## src/design/cdou_pkg.sv

```systemverilog
`timescale 1ns / 1ps
// ----------------------------------------------------------------------------
// cdou_pkg
// Shared types, constants and calendar helpers for the date offset unit.
// ----------------------------------------------------------------------------
package cdou_pkg;

  // Field widths
  localparam int OFFSET_WIDTH = 17;
  localparam int DAY_W        = 5;
  localparam int MONTH_W      = 4;
  localparam int YEAR_W       = 14;
  localparam int MODE_W       = 2;
  // Working day count: holds stored day plus offset, signed
  localparam int WDAY_W       = OFFSET_WIDTH + 1;

  localparam logic [YEAR_W:0] YEAR_LIMIT = 15'd9999;

  // Stream packing
  localparam int IN_BITS  = DAY_W + MONTH_W + YEAR_W + OFFSET_WIDTH;
  localparam int IN_TDATA_W  = ((IN_BITS + 7) / 8) * 8;
  localparam int OUT_BITS = DAY_W + MONTH_W + YEAR_W + 3;
  localparam int OUT_TDATA_W = ((OUT_BITS + 7) / 8) * 8;

  // Divisibility by 25 via modular inverse: y*INV25 mod 2^14 <= DIV25_MAX
  localparam logic [YEAR_W-1:0] INV25     = 14'd7209;
  localparam logic [YEAR_W-1:0] DIV25_MAX = YEAR_W'((2**YEAR_W - 1) / 25);

  localparam logic [MONTH_W-1:0] MONTH_JAN = 4'd1;
  localparam logic [MONTH_W-1:0] MONTH_FEB = 4'd2;
  localparam logic [MONTH_W-1:0] MONTH_DEC = 4'd12;
  localparam logic [DAY_W-1:0]   DAYS_DEC  = 5'd31;

  typedef enum logic [MODE_W-1:0] {
    MODE_LOAD = 2'd0,
    MODE_ADD  = 2'd1,
    MODE_CMP  = 2'd2,
    MODE_NOP  = 2'd3
  } mode_e;

  typedef struct packed {
    logic load;    // capture item and seed working date
    logic step;    // walk one month
    logic commit;  // write back and fill output register
  } ctrl_cmd_t;

  typedef struct packed {
    logic fin;     // item finished (done or refused)
  } dp_status_t;

  function automatic logic is_leap(input logic [YEAR_W-1:0] y);
    logic [YEAR_W-1:0] prod;
    logic              div25;
    prod  = y * INV25;
    div25 = (prod <= DIV25_MAX);
    return (y[1:0] == 2'b00) && (!div25 || (y[3:0] == 4'b0000));
  endfunction

  function automatic logic [DAY_W-1:0] days_of(input logic [MONTH_W-1:0] m,
                                               input logic leap);
    logic [DAY_W-1:0] n;
    if (m == MONTH_FEB) begin
      n = leap ? 5'd29 : 5'd28;
    end else if (m inside {4'd4, 4'd6, 4'd9, 4'd11}) begin
      n = 5'd30;
    end else begin
      n = 5'd31;
    end
    return n;
  endfunction

endpackage

```

## src/design/cdou_ctrl.sv

```systemverilog
`timescale 1ns / 1ps
// ----------------------------------------------------------------------------
// cdou_ctrl
// Controller: input handshake, month-walk sequencing, output valid.
// ----------------------------------------------------------------------------
module cdou_ctrl
  import cdou_pkg::*;
(
  input  logic       clk_i,
  input  logic       rst_ni,
  input  logic       in_valid_i,
  output logic       in_ready_o,
  output logic       out_valid_o,
  input  logic       out_ready_i,
  input  dp_status_t status_i,
  output ctrl_cmd_t  cmd_o
);

  typedef enum logic [1:0] {
    ST_IDLE = 2'b01,
    ST_WALK = 2'b10
  } state_e;

  state_e state_q, state_d;
  logic   out_valid_q, out_valid_d;
  logic   out_free;

  assign in_ready_o  = (state_q == ST_IDLE);
  assign out_valid_o = out_valid_q;
  assign out_free    = !out_valid_q || out_ready_i;

  always_comb begin
    state_d     = state_q;
    cmd_o       = '0;
    out_valid_d = out_valid_q && !out_ready_i;
    case (state_q)
      ST_IDLE: begin
        if (in_valid_i) begin
          cmd_o.load = 1'b1;
          state_d    = ST_WALK;
        end
      end
      ST_WALK: begin
        if (!status_i.fin) begin
          cmd_o.step = 1'b1;
        end else if (out_free) begin
          cmd_o.commit = 1'b1;
          out_valid_d  = 1'b1;
          state_d      = ST_IDLE;
        end
      end
      default: begin
        state_d = ST_IDLE;
      end
    endcase
  end

  always_ff @(posedge clk_i or negedge rst_ni) begin
    if (!rst_ni) begin
      state_q     <= ST_IDLE;
      out_valid_q <= 1'b0;
    end else begin
      state_q     <= state_d;
      out_valid_q <= out_valid_d;
    end
  end

endmodule

```

## src/design/cdou_datapath.sv

```systemverilog
`timescale 1ns / 1ps
// ----------------------------------------------------------------------------
// cdou_datapath
// Stored date, working date for the month walk, compare and output register.
// ----------------------------------------------------------------------------
module cdou_datapath
  import cdou_pkg::*;
(
  input  logic                    clk_i,
  input  logic                    rst_ni,
  input  ctrl_cmd_t               cmd_i,
  output dp_status_t              status_o,
  input  mode_e                   mode_i,
  input  logic [DAY_W-1:0]        in_day_i,
  input  logic [MONTH_W-1:0]      in_month_i,
  input  logic [YEAR_W-1:0]       in_year_i,
  input  logic [OFFSET_WIDTH-1:0] offset_days_i,
  output logic [DAY_W-1:0]        out_day_o,
  output logic [MONTH_W-1:0]      out_month_o,
  output logic [YEAR_W-1:0]       out_year_o,
  output logic                    is_before_o,
  output logic                    is_equal_o,
  output logic                    range_error_o
);

  // Stored date (architectural state)
  logic [DAY_W-1:0]   st_day_q, st_day_d;
  logic [MONTH_W-1:0] st_month_q, st_month_d;
  logic [YEAR_W-1:0]  st_year_q, st_year_d;

  // Captured item
  mode_e              mode_q;
  logic [DAY_W-1:0]   in_day_q;
  logic [MONTH_W-1:0] in_month_q;
  logic [YEAR_W-1:0]  in_year_q;

  // Working date
  logic signed [WDAY_W-1:0] wd_q, wd_d;
  logic [MONTH_W-1:0]       wm_q, wm_d;
  logic [YEAR_W-1:0]        wy_q, wy_d;

  // Output register
  logic [DAY_W-1:0]   out_day_q;
  logic [MONTH_W-1:0] out_month_q;
  logic [YEAR_W-1:0]  out_year_q;
  logic               before_q, equal_q, err_q;

  logic                     leap;
  logic signed [WDAY_W-1:0] dim, dprev, seed;
  logic [MONTH_W-1:0]       m_prev;
  logic                     month_bad, fwd, bwd, settled;
  logic                     up_err, dn_err, add_err, add_fin;
  logic                     earlier, equal;

  assign leap      = is_leap(wy_q);
  assign m_prev    = wm_q - 4'd1;
  assign dim       = $signed({{(WDAY_W-DAY_W){1'b0}}, days_of(wm_q, leap)});
  assign dprev     = $signed({{(WDAY_W-DAY_W){1'b0}}, days_of(m_prev, leap)});
  assign month_bad = (wm_q == '0) || (wm_q > MONTH_DEC);
  assign fwd       = (wd_q > dim);
  assign bwd       = (wd_q <= $signed(WDAY_W'(0)));
  assign settled   = !fwd && !bwd;
  assign up_err    = fwd && (wm_q == MONTH_DEC) && (({1'b0, wy_q} + 15'd1) > YEAR_LIMIT);
  assign dn_err    = bwd && (wm_q == MONTH_JAN) && (wy_q == '0);
  assign add_err   = month_bad || up_err || dn_err || (settled && ({1'b0, wy_q} > YEAR_LIMIT));
  assign add_fin   = add_err || settled;

  always_comb begin
    if (mode_q == MODE_ADD) begin
      status_o.fin = add_fin;
    end else begin
      status_o.fin = 1'b1;
    end
  end

  // Seed: stored day plus sign-extended offset
  assign seed = $signed({{(WDAY_W-DAY_W){1'b0}}, st_day_q}) +
                $signed({offset_days_i[OFFSET_WIDTH-1], offset_days_i});

  // One month per step
  always_comb begin
    wd_d = wd_q;
    wm_d = wm_q;
    wy_d = wy_q;
    if (cmd_i.load) begin
      wd_d = seed;
      wm_d = st_month_q;
      wy_d = st_year_q;
    end else if (cmd_i.step) begin
      if (fwd) begin
        wd_d = wd_q - dim;
        if (wm_q == MONTH_DEC) begin
          wm_d = MONTH_JAN;
          wy_d = wy_q + 14'd1;
        end else begin
          wm_d = wm_q + 4'd1;
        end
      end else if (bwd) begin
        if (wm_q == MONTH_JAN) begin
          wm_d = MONTH_DEC;
          wy_d = wy_q - 14'd1;
          wd_d = wd_q + $signed({{(WDAY_W-DAY_W){1'b0}}, DAYS_DEC});
        end else begin
          wm_d = m_prev;
          wd_d = wd_q + dprev;
        end
      end
    end
  end

  // Compare, year first, then month, then day
  always_comb begin
    if (st_year_q != in_year_q) begin
      earlier = st_year_q < in_year_q;
    end else if (st_month_q != in_month_q) begin
      earlier = st_month_q < in_month_q;
    end else begin
      earlier = st_day_q < in_day_q;
    end
    equal = (st_year_q == in_year_q) && (st_month_q == in_month_q) &&
            (st_day_q == in_day_q);
  end

  always_comb begin
    st_day_d   = st_day_q;
    st_month_d = st_month_q;
    st_year_d  = st_year_q;
    if (cmd_i.commit) begin
      if (mode_q == MODE_LOAD) begin
        st_day_d   = in_day_q;
        st_month_d = in_month_q;
        st_year_d  = in_year_q;
      end else if (mode_q == MODE_ADD && !add_err) begin
        st_day_d   = wd_q[DAY_W-1:0];
        st_month_d = wm_q;
        st_year_d  = wy_q;
      end
    end
  end

  always_ff @(posedge clk_i or negedge rst_ni) begin
    if (!rst_ni) begin
      st_day_q   <= 5'd1;
      st_month_q <= 4'd1;
      st_year_q  <= 14'd1970;
    end else begin
      st_day_q   <= st_day_d;
      st_month_q <= st_month_d;
      st_year_q  <= st_year_d;
    end
  end

  always_ff @(posedge clk_i) begin
    wd_q <= wd_d;
    wm_q <= wm_d;
    wy_q <= wy_d;
    if (cmd_i.load) begin
      mode_q     <= mode_i;
      in_day_q   <= in_day_i;
      in_month_q <= in_month_i;
      in_year_q  <= in_year_i;
    end
    if (cmd_i.commit) begin
      out_day_q   <= st_day_d;
      out_month_q <= st_month_d;
      out_year_q  <= st_year_d;
      before_q    <= (mode_q == MODE_CMP) && earlier;
      equal_q     <= (mode_q == MODE_CMP) && equal;
      err_q       <= (mode_q == MODE_ADD) && add_err;
    end
  end

  assign out_day_o     = out_day_q;
  assign out_month_o   = out_month_q;
  assign out_year_o    = out_year_q;
  assign is_before_o   = before_q;
  assign is_equal_o    = equal_q;
  assign range_error_o = err_q;

endmodule

```

## src/design/calendar_date_offset_unit.sv

```systemverilog
`timescale 1ns / 1ps
// Sequence: a load, compare or no-op item commits once the output register is free.
// An add item first walks one month per cycle, about |offset|/30.4 months, then commits;
//   the worst case offset of -65536 days walks about 2150 months.
// Flow: one item at a time; the next item is taken once the result is
//   registered, even while that result still waits on the output side.
// Reset (rst_ni low, async): stored date 1970-01-01, no result pending, input ready.
// ----------------------------------------------------------------------------
// calendar_date_offset_unit
// Gregorian date register with load, signed day add, compare and no-op commands.
// ----------------------------------------------------------------------------
module calendar_date_offset_unit
  import cdou_pkg::*;
(
  input  logic                   clk_i,
  input  logic                   rst_ni,
  // Command stream
  input  logic                   s_axis_tvalid,
  output logic                   s_axis_tready,
  // tdata: in_day[4:0], in_month[8:5], in_year[22:9], offset_days[39:23]
  input  logic [IN_TDATA_W-1:0]  s_axis_tdata,
  // tuser: mode[1:0]
  input  logic [MODE_W-1:0]      s_axis_tuser,
  // Result stream
  output logic                   m_axis_tvalid,
  input  logic                   m_axis_tready,
  // tdata: out_day[4:0], out_month[8:5], out_year[22:9], is_before[23],
  //        is_equal[24], range_error[25], zero fill above
  output logic [OUT_TDATA_W-1:0] m_axis_tdata
);

  localparam int MON_LO = DAY_W;
  localparam int YR_LO  = DAY_W + MONTH_W;
  localparam int OFF_LO = YR_LO + YEAR_W;

  ctrl_cmd_t  cmd;
  dp_status_t status;

  logic [DAY_W-1:0]   out_day;
  logic [MONTH_W-1:0] out_month;
  logic [YEAR_W-1:0]  out_year;
  logic               is_before, is_equal, range_error;

  // Controller: sequencing only, never sees payload
  cdou_ctrl u_ctrl (
    .clk_i       (clk_i),
    .rst_ni      (rst_ni),
    .in_valid_i  (s_axis_tvalid),
    .in_ready_o  (s_axis_tready),
    .out_valid_o (m_axis_tvalid),
    .out_ready_i (m_axis_tready),
    .status_i    (status),
    .cmd_o       (cmd)
  );

  // Datapath: date state, month walk, compare, output register
  cdou_datapath u_dp (
    .clk_i         (clk_i),
    .rst_ni        (rst_ni),
    .cmd_i         (cmd),
    .status_o      (status),
    .mode_i        (mode_e'(s_axis_tuser)),
    .in_day_i      (s_axis_tdata[DAY_W-1:0]),
    .in_month_i    (s_axis_tdata[MON_LO +: MONTH_W]),
    .in_year_i     (s_axis_tdata[YR_LO +: YEAR_W]),
    .offset_days_i (s_axis_tdata[OFF_LO +: OFFSET_WIDTH]),
    .out_day_o     (out_day),
    .out_month_o   (out_month),
    .out_year_o    (out_year),
    .is_before_o   (is_before),
    .is_equal_o    (is_equal),
    .range_error_o (range_error)
  );

  assign m_axis_tdata = OUT_TDATA_W'({range_error, is_equal, is_before,
                                      out_year, out_month, out_day});

`ifndef NO_ASSERTIONS
  // One item in flight: no accept in the cycle after an accept
  a_single_item: assert property (@(posedge clk_i) disable iff (!rst_ni)
    s_axis_tvalid && s_axis_tready |=> !s_axis_tready)
    else $error("input accepted while previous item still in work");

  // Before and equal are exclusive
  a_cmp_excl: assert property (@(posedge clk_i) disable iff (!rst_ni)
    m_axis_tvalid |-> !(is_before && is_equal))
    else $error("is_before and is_equal both set");

  // A refused add carries no compare flags
  a_err_flags: assert property (@(posedge clk_i) disable iff (!rst_ni)
    m_axis_tvalid && range_error |-> !is_before && !is_equal)
    else $error("range_error with compare flags");

  // Commit only when the output register can take the result
  a_commit_slot: assert property (@(posedge clk_i) disable iff (!rst_ni)
    cmd.commit |-> status.fin && (!m_axis_tvalid || m_axis_tready))
    else $error("commit without finished item or free output slot");
`endif

endmodule
```

## config.mk

```make
export PLATFORM = sky130hd
export DESIGN_NAME = calendar_date_offset_unit
export DESIGN_NICKNAME = d
export VERILOG_FILES = /design/src/design/cdou_pkg.sv /design/src/design/cdou_ctrl.sv /design/src/design/cdou_datapath.sv /design/src/design/calendar_date_offset_unit.sv
export SDC_FILE = /design/constraint.sdc
export NUM_CORES = 1
export LEC_CHECK = 0
export ABC_AREA = 1
export BUFFER_PORTS_ARGS = -buffer_cell sky130_fd_sc_hd__buf_2
export CORE_UTILIZATION = 55
export CTS_BUF_LIST = sky130_fd_sc_hd__clkbuf_8
export CTS_CLUSTER_DIAMETER = 150
export DETAILED_ROUTE_END_ITERATION = 8
export PLACE_DENSITY_LB_ADDON = 0.08
export SLEW_MARGIN = 10
export SYNTH_ARGS = -nofsm -noshare
export SYNTH_HDL_FRONTEND = slang
export SYNTH_SLANG_ARGS = --single-unit
```

## constraint.sdc

```tcl
create_clock -name clk_i -period 9.9 [get_ports clk_i]
set_input_delay 0 -clock clk_i [delete_from_list [all_inputs] [get_ports clk_i]]
set_output_delay 0 -clock clk_i [all_outputs]
set_load 0.03 [all_outputs]
```

Yosys cells after proc, flatten, opt, wreduce, memory -nomap -nowiden
Index checks and enable logic that the tools add are counted.
- bits in registers: 113
- output and inout bits: 34
- add/subtract/negate cells: 9
- $mul: 1
- magnitude comparators: 9
- eq/ne operators: 25
- multiplexer cells: 47
- reductions and logical operators: 40
- operators by type and width (operator ; number):
    $mux 14 ; 9
    $mux 18 ; 5
    $mux 4 ; 9
    $mux 5 ; 5
    $eq 4x4->1 const B ; 5
    $add 18x6->18 ; 1
    $add 18x6->18 const B ; 1
    $add 6x17->18 ; 1
    $gt 18x6->1 ; 1
    $le 18x1->1 const B ; 1
    $sub 18x6->18 ; 1
    $eq 4x3->1 const B ; 4
    $add 14x1->15 const B ; 1
    $gt 15x14->1 const B ; 1
    $add 14x1->14 const B ; 1
    $eq 14x14->1 ; 1
    $gt 14x14->1 const B ; 1
    $le 14x10->1 const B ; 1
    $logic_and 1x1->1 ; 14
    $logic_not 14->1 ; 1
    $lt 14x14->1 ; 1
    $mul 14x13->14 const B ; 1
    $mux 1 ; 14
    $ne 14x14->1 ; 1
    other kinds (28) ; 50

Depth between registers and ports, before layout
- word-level depth: 19
- depth in mapped cells: 41
- depth with buffers taken out: 40

Hierarchy
From an unflattened synthesis, not the netlist that was laid out.
- cells, all modules: 1109
- area, all modules: 8978.6 um^2
- modules (own cells, without submodules) (module ; times used ; cells an instance ; area each (um^2)):
    cdou_datapath ; 1 ; 1075 ; 8735.9
    cdou_ctrl ; 1 ; 24 ; 171.4
    calendar_date_offset_unit ; 1 ; 10 ; 71.3

Least setup slack after synthesis
Ideal clock, no wire load.
- path type: register -> register
- start point: register u_dp.wy_q[1]
- end point: register u_dp.wy_q[12] (data pin)
- library setup time: 0.267 ns
- arrival time: 6.544 ns
- required time: 9.633 ns
- path slack: 3.089 ns
- stages on the path, launching flop included: 34
- buffers on the path: 1
- clock period less this slack: 6.811 ns
- cell sequence: edfxtp_1 fa_1 ha_1 ha_1 inv_1 fa_1 fa_1 inv_1 ha_1 a21oi_1 nand3b_1 nand2_1 nand3_1 nand2_1 a21oi_1 ha_1 inv_1 fa_1 nand3_1 nand2_1 nor2_1 nand3_2 nand3_4 buf_1 ha_1 a21oi_1 o221ai_1 nand2_1 nand4_1 a21oi_1 o21bai_1 or2_2 nand3_1 o21ai_0
- cells in the longest elaborated chain, start to end: 11
- elaborated cells between the ends (all ways): 18
- classes of those cells: add/sub (2); mul (1); order compare (2); mux (8); reduce/logical (5)
- ends and longest elaborated chain (element ; line ; source):
    start, declared ; cdou_datapath.sv:40 ; logic [YEAR_W-1:0] wy_q, wy_d;
    start signal, assigned ; cdou_datapath.sv:156 ; wy_q <= wy_d;
    $mul 14x13->14 ; cdou_pkg.sv:54 ; prod = y * INV25;
    $le 14x10->1 ; cdou_pkg.sv:55 ; div25 = (prod <= DIV25_MAX);
    $logic_not 1->1 ; cdou_pkg.sv:56 ; return (y[1:0] == 2'b00) && (!div25 || (y[3:0] == 4'b0000));
    $logic_or 1x1->1 ; cdou_pkg.sv:56 ;
    $logic_and 1x1->1 ; cdou_pkg.sv:56 ;
    $mux 1 ; cdou_pkg.sv:63 ; n = leap ? 5'd29 : 5'd28;
    $mux 5 ; cdou_pkg.sv:62 ; if (m == MONTH_FEB) begin
    $gt 18x6->1 ; cdou_datapath.sv:60 ; assign fwd = (wd_q > dim);
    $mux 14 (*) ; cdou_datapath.sv:90 ; if (fwd) begin
    $mux 14 (*) ; cdou_datapath.sv:89 ; end else if (cmd_i.step) begin
    $mux 14 (*) ; cdou_datapath.sv:85 ; if (cmd_i.load) begin
    net u_dp.wy_d[12] ; cdou_datapath.sv:40 ;
Mark *: on every way through the listed nets, which the timed path passes. The rest lies on a longest branch. The select of a mux whose other input is x is not followed.
A chain may end at the register's enable or synchronous reset.

Final worst setup path
- start point: register u_dp.wy_q[3]
- end point: register u_dp.wy_q[1] (enable)
- cells in the longest elaborated chain, start to end: 19
- elaborated cells between the ends (all ways): 31
- classes of those cells: add/sub (1); mul (1); order compare (4); eq/ne (1); mux (5); reduce/logical (19)
- ends and longest elaborated chain (element ; line ; source):
    $mul 14x13->14 ; cdou_pkg.sv:54 ;
    $le 14x10->1 ; cdou_pkg.sv:55 ;
    $logic_not 1->1 ; cdou_pkg.sv:56 ;
    $logic_or 1x1->1 ; cdou_pkg.sv:56 ;
    $logic_and 1x1->1 ; cdou_pkg.sv:56 ;
    $mux 1 ; cdou_pkg.sv:63 ;
    $mux 5 ; cdou_pkg.sv:62 ;
    $gt 18x6->1 ; cdou_datapath.sv:60 ;
    $logic_and 1x1->1 (2 in a row) ; cdou_datapath.sv:63 ; assign up_err = fwd && (wm_q == MONTH_DEC) && (({1'b0, wy_q} + 15'd1) > YEAR_LIMIT);
    $logic_or 1x1->1 (3 in a row) ; cdou_datapath.sv:65 ; assign add_err = month_bad || up_err || dn_err || (settled && ({1'b0, wy_q} > YEAR_LIMIT));
    $logic_or 1x1->1 ; cdou_datapath.sv:66 ; assign add_fin = add_err || settled;
    $mux 1 ; cdou_datapath.sv:69 ; if (mode_q == MODE_ADD) begin
    $mux 1 ; cdou_ctrl.sv:44 ; if (!status_i.fin) begin
    $mux 2 ; cdou_ctrl.sv:36 ; case (state_q)
    $reduce_bool 2->1 (no source line) ; -- ;
    $reduce_and 4->1 (no source line) (*) ; -- ;
Mark *: on every way between the ends. The rest lies on a longest branch, timed or not.

==> metrics.md <==
| Metric | Value |
|---|---|
| Antenna Cells | `0` |
| Comb pwr share | `43.7%` |
| Unrepaired setup endpoints after global routing | `false` |
| Area Growth Syn to Fin | `14.5%` |
| Area of the multi-input gates | `4740 um2` |
| Synth top area share | `between 20% and 30%` |
| DR WL/cell | `14.5 um` |
| Internal power | `around 1.3 mW` |
| Vias in the first global route | `7,219` |
| Critical-path top delay cell | `nand2_1` |
| Reg area | `between 3000 and 4000 um2` |
| Layout Nets | `1,367` |
| Synth area leaders | `edfxtp_1, ha_1, nand2_1, inv_1, dfrtp_1` |
| Gr usage total | `between 20 and 30%` |
| Net Sw Frac | `41.0%` |
| Final hold violation count | `0` |
| #FFs+latches synth | `about 110` |
| Cells after Synth | `roughly 1,100` |
| Fillers | `1,405` |
| Critical path class | `reg -> reg` |
| Seq pwr share | `35.4%` |
| H-tree levels | `4` |
| DRT Pass-1 Iters | `5` |
| Sequential share of the synthesized area | `36.9%` |
| Outcome | `finished, final reports clean` |
| Yosys cell types | `between 40 and 50` |
| Synth Flop Type | `edfxtp_1` |
| Clock transition at path regs | `roughly 0.080 ns` |
| Vias/cell | `roughly 5.3` |
| Net Sw Power | `slightly below 0.9 mW` |
| Cell Area, Synth | `approximately 9000 um2` |
| Yosys warns | `0` |
| Post CTS Setup Buffer Count | `0` |
| Max Slew Vio Count | `0` |
| Largest net degree at the start of global routing | `54` |
| Latest clock arrival within the worst-skew pair | `0.45 ns` |
| Site row count | `between 40 and 50` |
| TritonCTS Buffers | `17` |
| Power share of the clock group | `between 20% and 30%` |
| DR DRC count | `0` |
| Avg Cell Area, Syn | `between 8 and 9 um2` |
| Top cells by count, synth | `nand2_1, inv_1, nor2_1` |
| Slowest cell delay on critical path | `around 0.8 ns` |
| Sum Neg Setup Slack | `0 ns` |
| Hold_ws | `between 0.06 and 0.07 ns` |
| IR drop worst, VDD | `around 130 uV` |
| First-pass GRT wire length | `34.5 mm` |
| DIE HEIGHT | `about 130 um` |
| Setup violations, final | `0` |
| Layout cell share with drive strength beyond 1 | `roughly 11%` |
| Setup crit end kind | `flop` |
| Total number of vias | `approximately 7,600` |
| Period utilization | `approximately four fifths` |
| CP Launch Type | `flop` |
| Slew headroom | `~30%` |
| Grt ovf | `0` |
| Chip width | `roughly 130 um` |
| Worst min path class | `in -> reg` |
| Crit path DAT | `between 7 and 8 ns` |
| Setup Skew | `0.0150 ns` |
| Initial Utilization | `between 50 and 60%` |
| Post-layout min period | `7.83 ns` |
| Largest area contributor in the netlist | `edfxtp_1` |
| Post-synth EDFFs | `between 80 and 90` |
| # Max-Cap Violations | `0` |
| DRT iter0 DRCs | `~460` |
| Buffer depth of the longest clock path | `2` |
| Final HPWL DP | `14.9 mm` |
| CP max FO | `30` |
| Core ar. | `roughly 16,000 um2` |
| Fmax | `roughly 0.13 GHz` |
| Cell Pwr Density | `211 nW/um2` |
| Initial antenna violation count | `0` |
| Port-buffer cells | `73` |
| Io pins | `80` |
| Root buf cell | `clkbuf_8` |
| Worst Path Required | `10.03 ns` |
| Worst-Margin Slew | `1.04 ns` |
| Area of the die | `16,700 um2` |
| Number of clock sinks | `between 100 and 150` |
| Asr flop ratio synth | `between 20 and 25%` |
| TritonCTS clock tree | `done` |
| Buf/Inv on CP | `6` |
| Most frequent cell after synthesis | `nand2_1` |
| Gp weighted congestion | `0.879` |
| Post-DRT Antenna Nets | `0` |
| Leakage Power | `a little under 5 nW` |
| Final WL | `21.0 mm` |
| CP top delay family | `adder cells` |
[sequential cells by signal (all words and copies together) (netlist names)]
register and count:
u_dp.mode_q 2, u_dp.out_day_o 5, u_dp.in_month_q 4, u_dp.is_before_o 1
u_dp.in_day_q 5, u_dp.wy_q 14, u_dp.out_month_o 4, u_ctrl.out_valid_o 1
u_dp.is_equal_o 1, u_dp.st_year_q 14, u_ctrl.state_q 2, u_dp.st_day_q 5
u_dp.st_month_q 4, u_dp.range_error_o 1, u_dp.in_year_q 14, u_dp.out_year_o 14
u_dp.wd_q 18, u_dp.wm_q 4
[stage by stage]
stage	cell area [um2]	setup slack (ns)	instances	total power, mW	util (%)
2_1_floorplan	8900	3.09	1114	1.45	-
3_3_place_gp	9380	2.16	1373	1.66	59.2
3_5_place_dp	9380	2.05	1373	1.68	59.2
4_1_cts	10200	2.00	1443	2.15	64.2
5_1_grt	10200	1.38	1443	2.34	64.2
6_report	10200	2.07	1443	2.14	64.2
[layer usage]
layer	vias up	GRT usage [%]	share of wire [%]
li1	3858	-	-
met1	3538	37.6	49
met2	173	44.4	46
met3	29	3.39	3.5
met4	0	7.82	1.3
met5	-	0	0
[cell usage in the layout, fill, tap and decap left out, drive strengths merged, types with 25 or more instances in the layout]
cell and count:
a21oi 43, dlygate4sd3 38, inv 188, o21bai 25, ha 92, nand2 253
nand4 27, nor2 110, edfxtp 87, o21ai 62, buf 78, nand3 52
[layout make-up]
| cell class | count | share of cell area [%] |
|---|---|---|
| Clock buffer | 17 | 2.30 |
| Clock inverter | 15 | 1.66 |
| Inverter | 184 | 6.80 |
| Multi-Input combinational cell | 782 | 46.6 |
| Sequential cell | 113 | 32.2 |
| Tap cell | 216 | 2.66 |
| Timing Repair Buffer | 116 | 7.71 |
[logic make-up (layout without fill, tap and decap cells)]
| logic type | count (synthesis) | count (layout) | synth area share [%] |
|---|---|---|---|
| adder cells (fa/ha/maj) | 107 | 107 | 16.3 |
| buffers and inverters | 219 | 332 | 9.94 |
| AND/OR/NAND/NOR | 471 | 471 | 22.7 |
| XOR/XNOR | 28 | 28 | 2.76 |
| other | 1 | 6 | 0.0422 |
| flip-flops | 113 | 113 | 36.9 |
| AO/OA/AOI/OAI | 170 | 170 | 11.3 |
[worst paths after layout]
kind                            cells past startpoint                  to          startpoint  slack (ns)
worst min register to register                      4  u_dp.st_year_q[10]  u_dp.st_year_q[10]        0.57
worst max-delay path                               32        u_dp.wy_q[1]        u_dp.wy_q[3]        2.07
max in group asynchronous                           2   u_ctrl.state_q[1]              rst_ni        9.31
min in group asynchronous                           2   u_dp.st_year_q[6]              rst_ni        0.12
worst max register to register                     32        u_dp.wy_q[1]        u_dp.wy_q[3]        2.07
worst min-delay path                                5        u_dp.wd_q[5]    s_axis_tdata[28]        0.06
[what timing repair did]
item | 4_1_cts | 5_1_grt
resized for setup | 0 | 0
hold buffers | 38 | 0
hold endpoints to repair | 62 | 0
[worst min-delay path, delay by kind of cell]
family                    cells  cell delay, ns
AOI/OAI and AO/OA             1            0.07
xor gates and xnor gates      1            0.14
and+or+nand+nor               1            0.05
buffers and inverters         2            0.13
[power groups by stage]
| stage | clock [mW] | combinational (mW) | sequential (mW) |
|---|---|---|---|
| 2_1_floorplan | 0 | 0.713 | 0.738 |
| 3_3_place_gp | 0 | 0.896 | 0.763 |
| 3_5_place_dp | 0 | 0.918 | 0.764 |
| 4_1_cts | 0.455 | 0.937 | 0.755 |
| 5_1_grt | 0.476 | 1.09 | 0.769 |
| 6_report | 0.449 | 0.935 | 0.758 |
(Power assumes the default switching activity.)
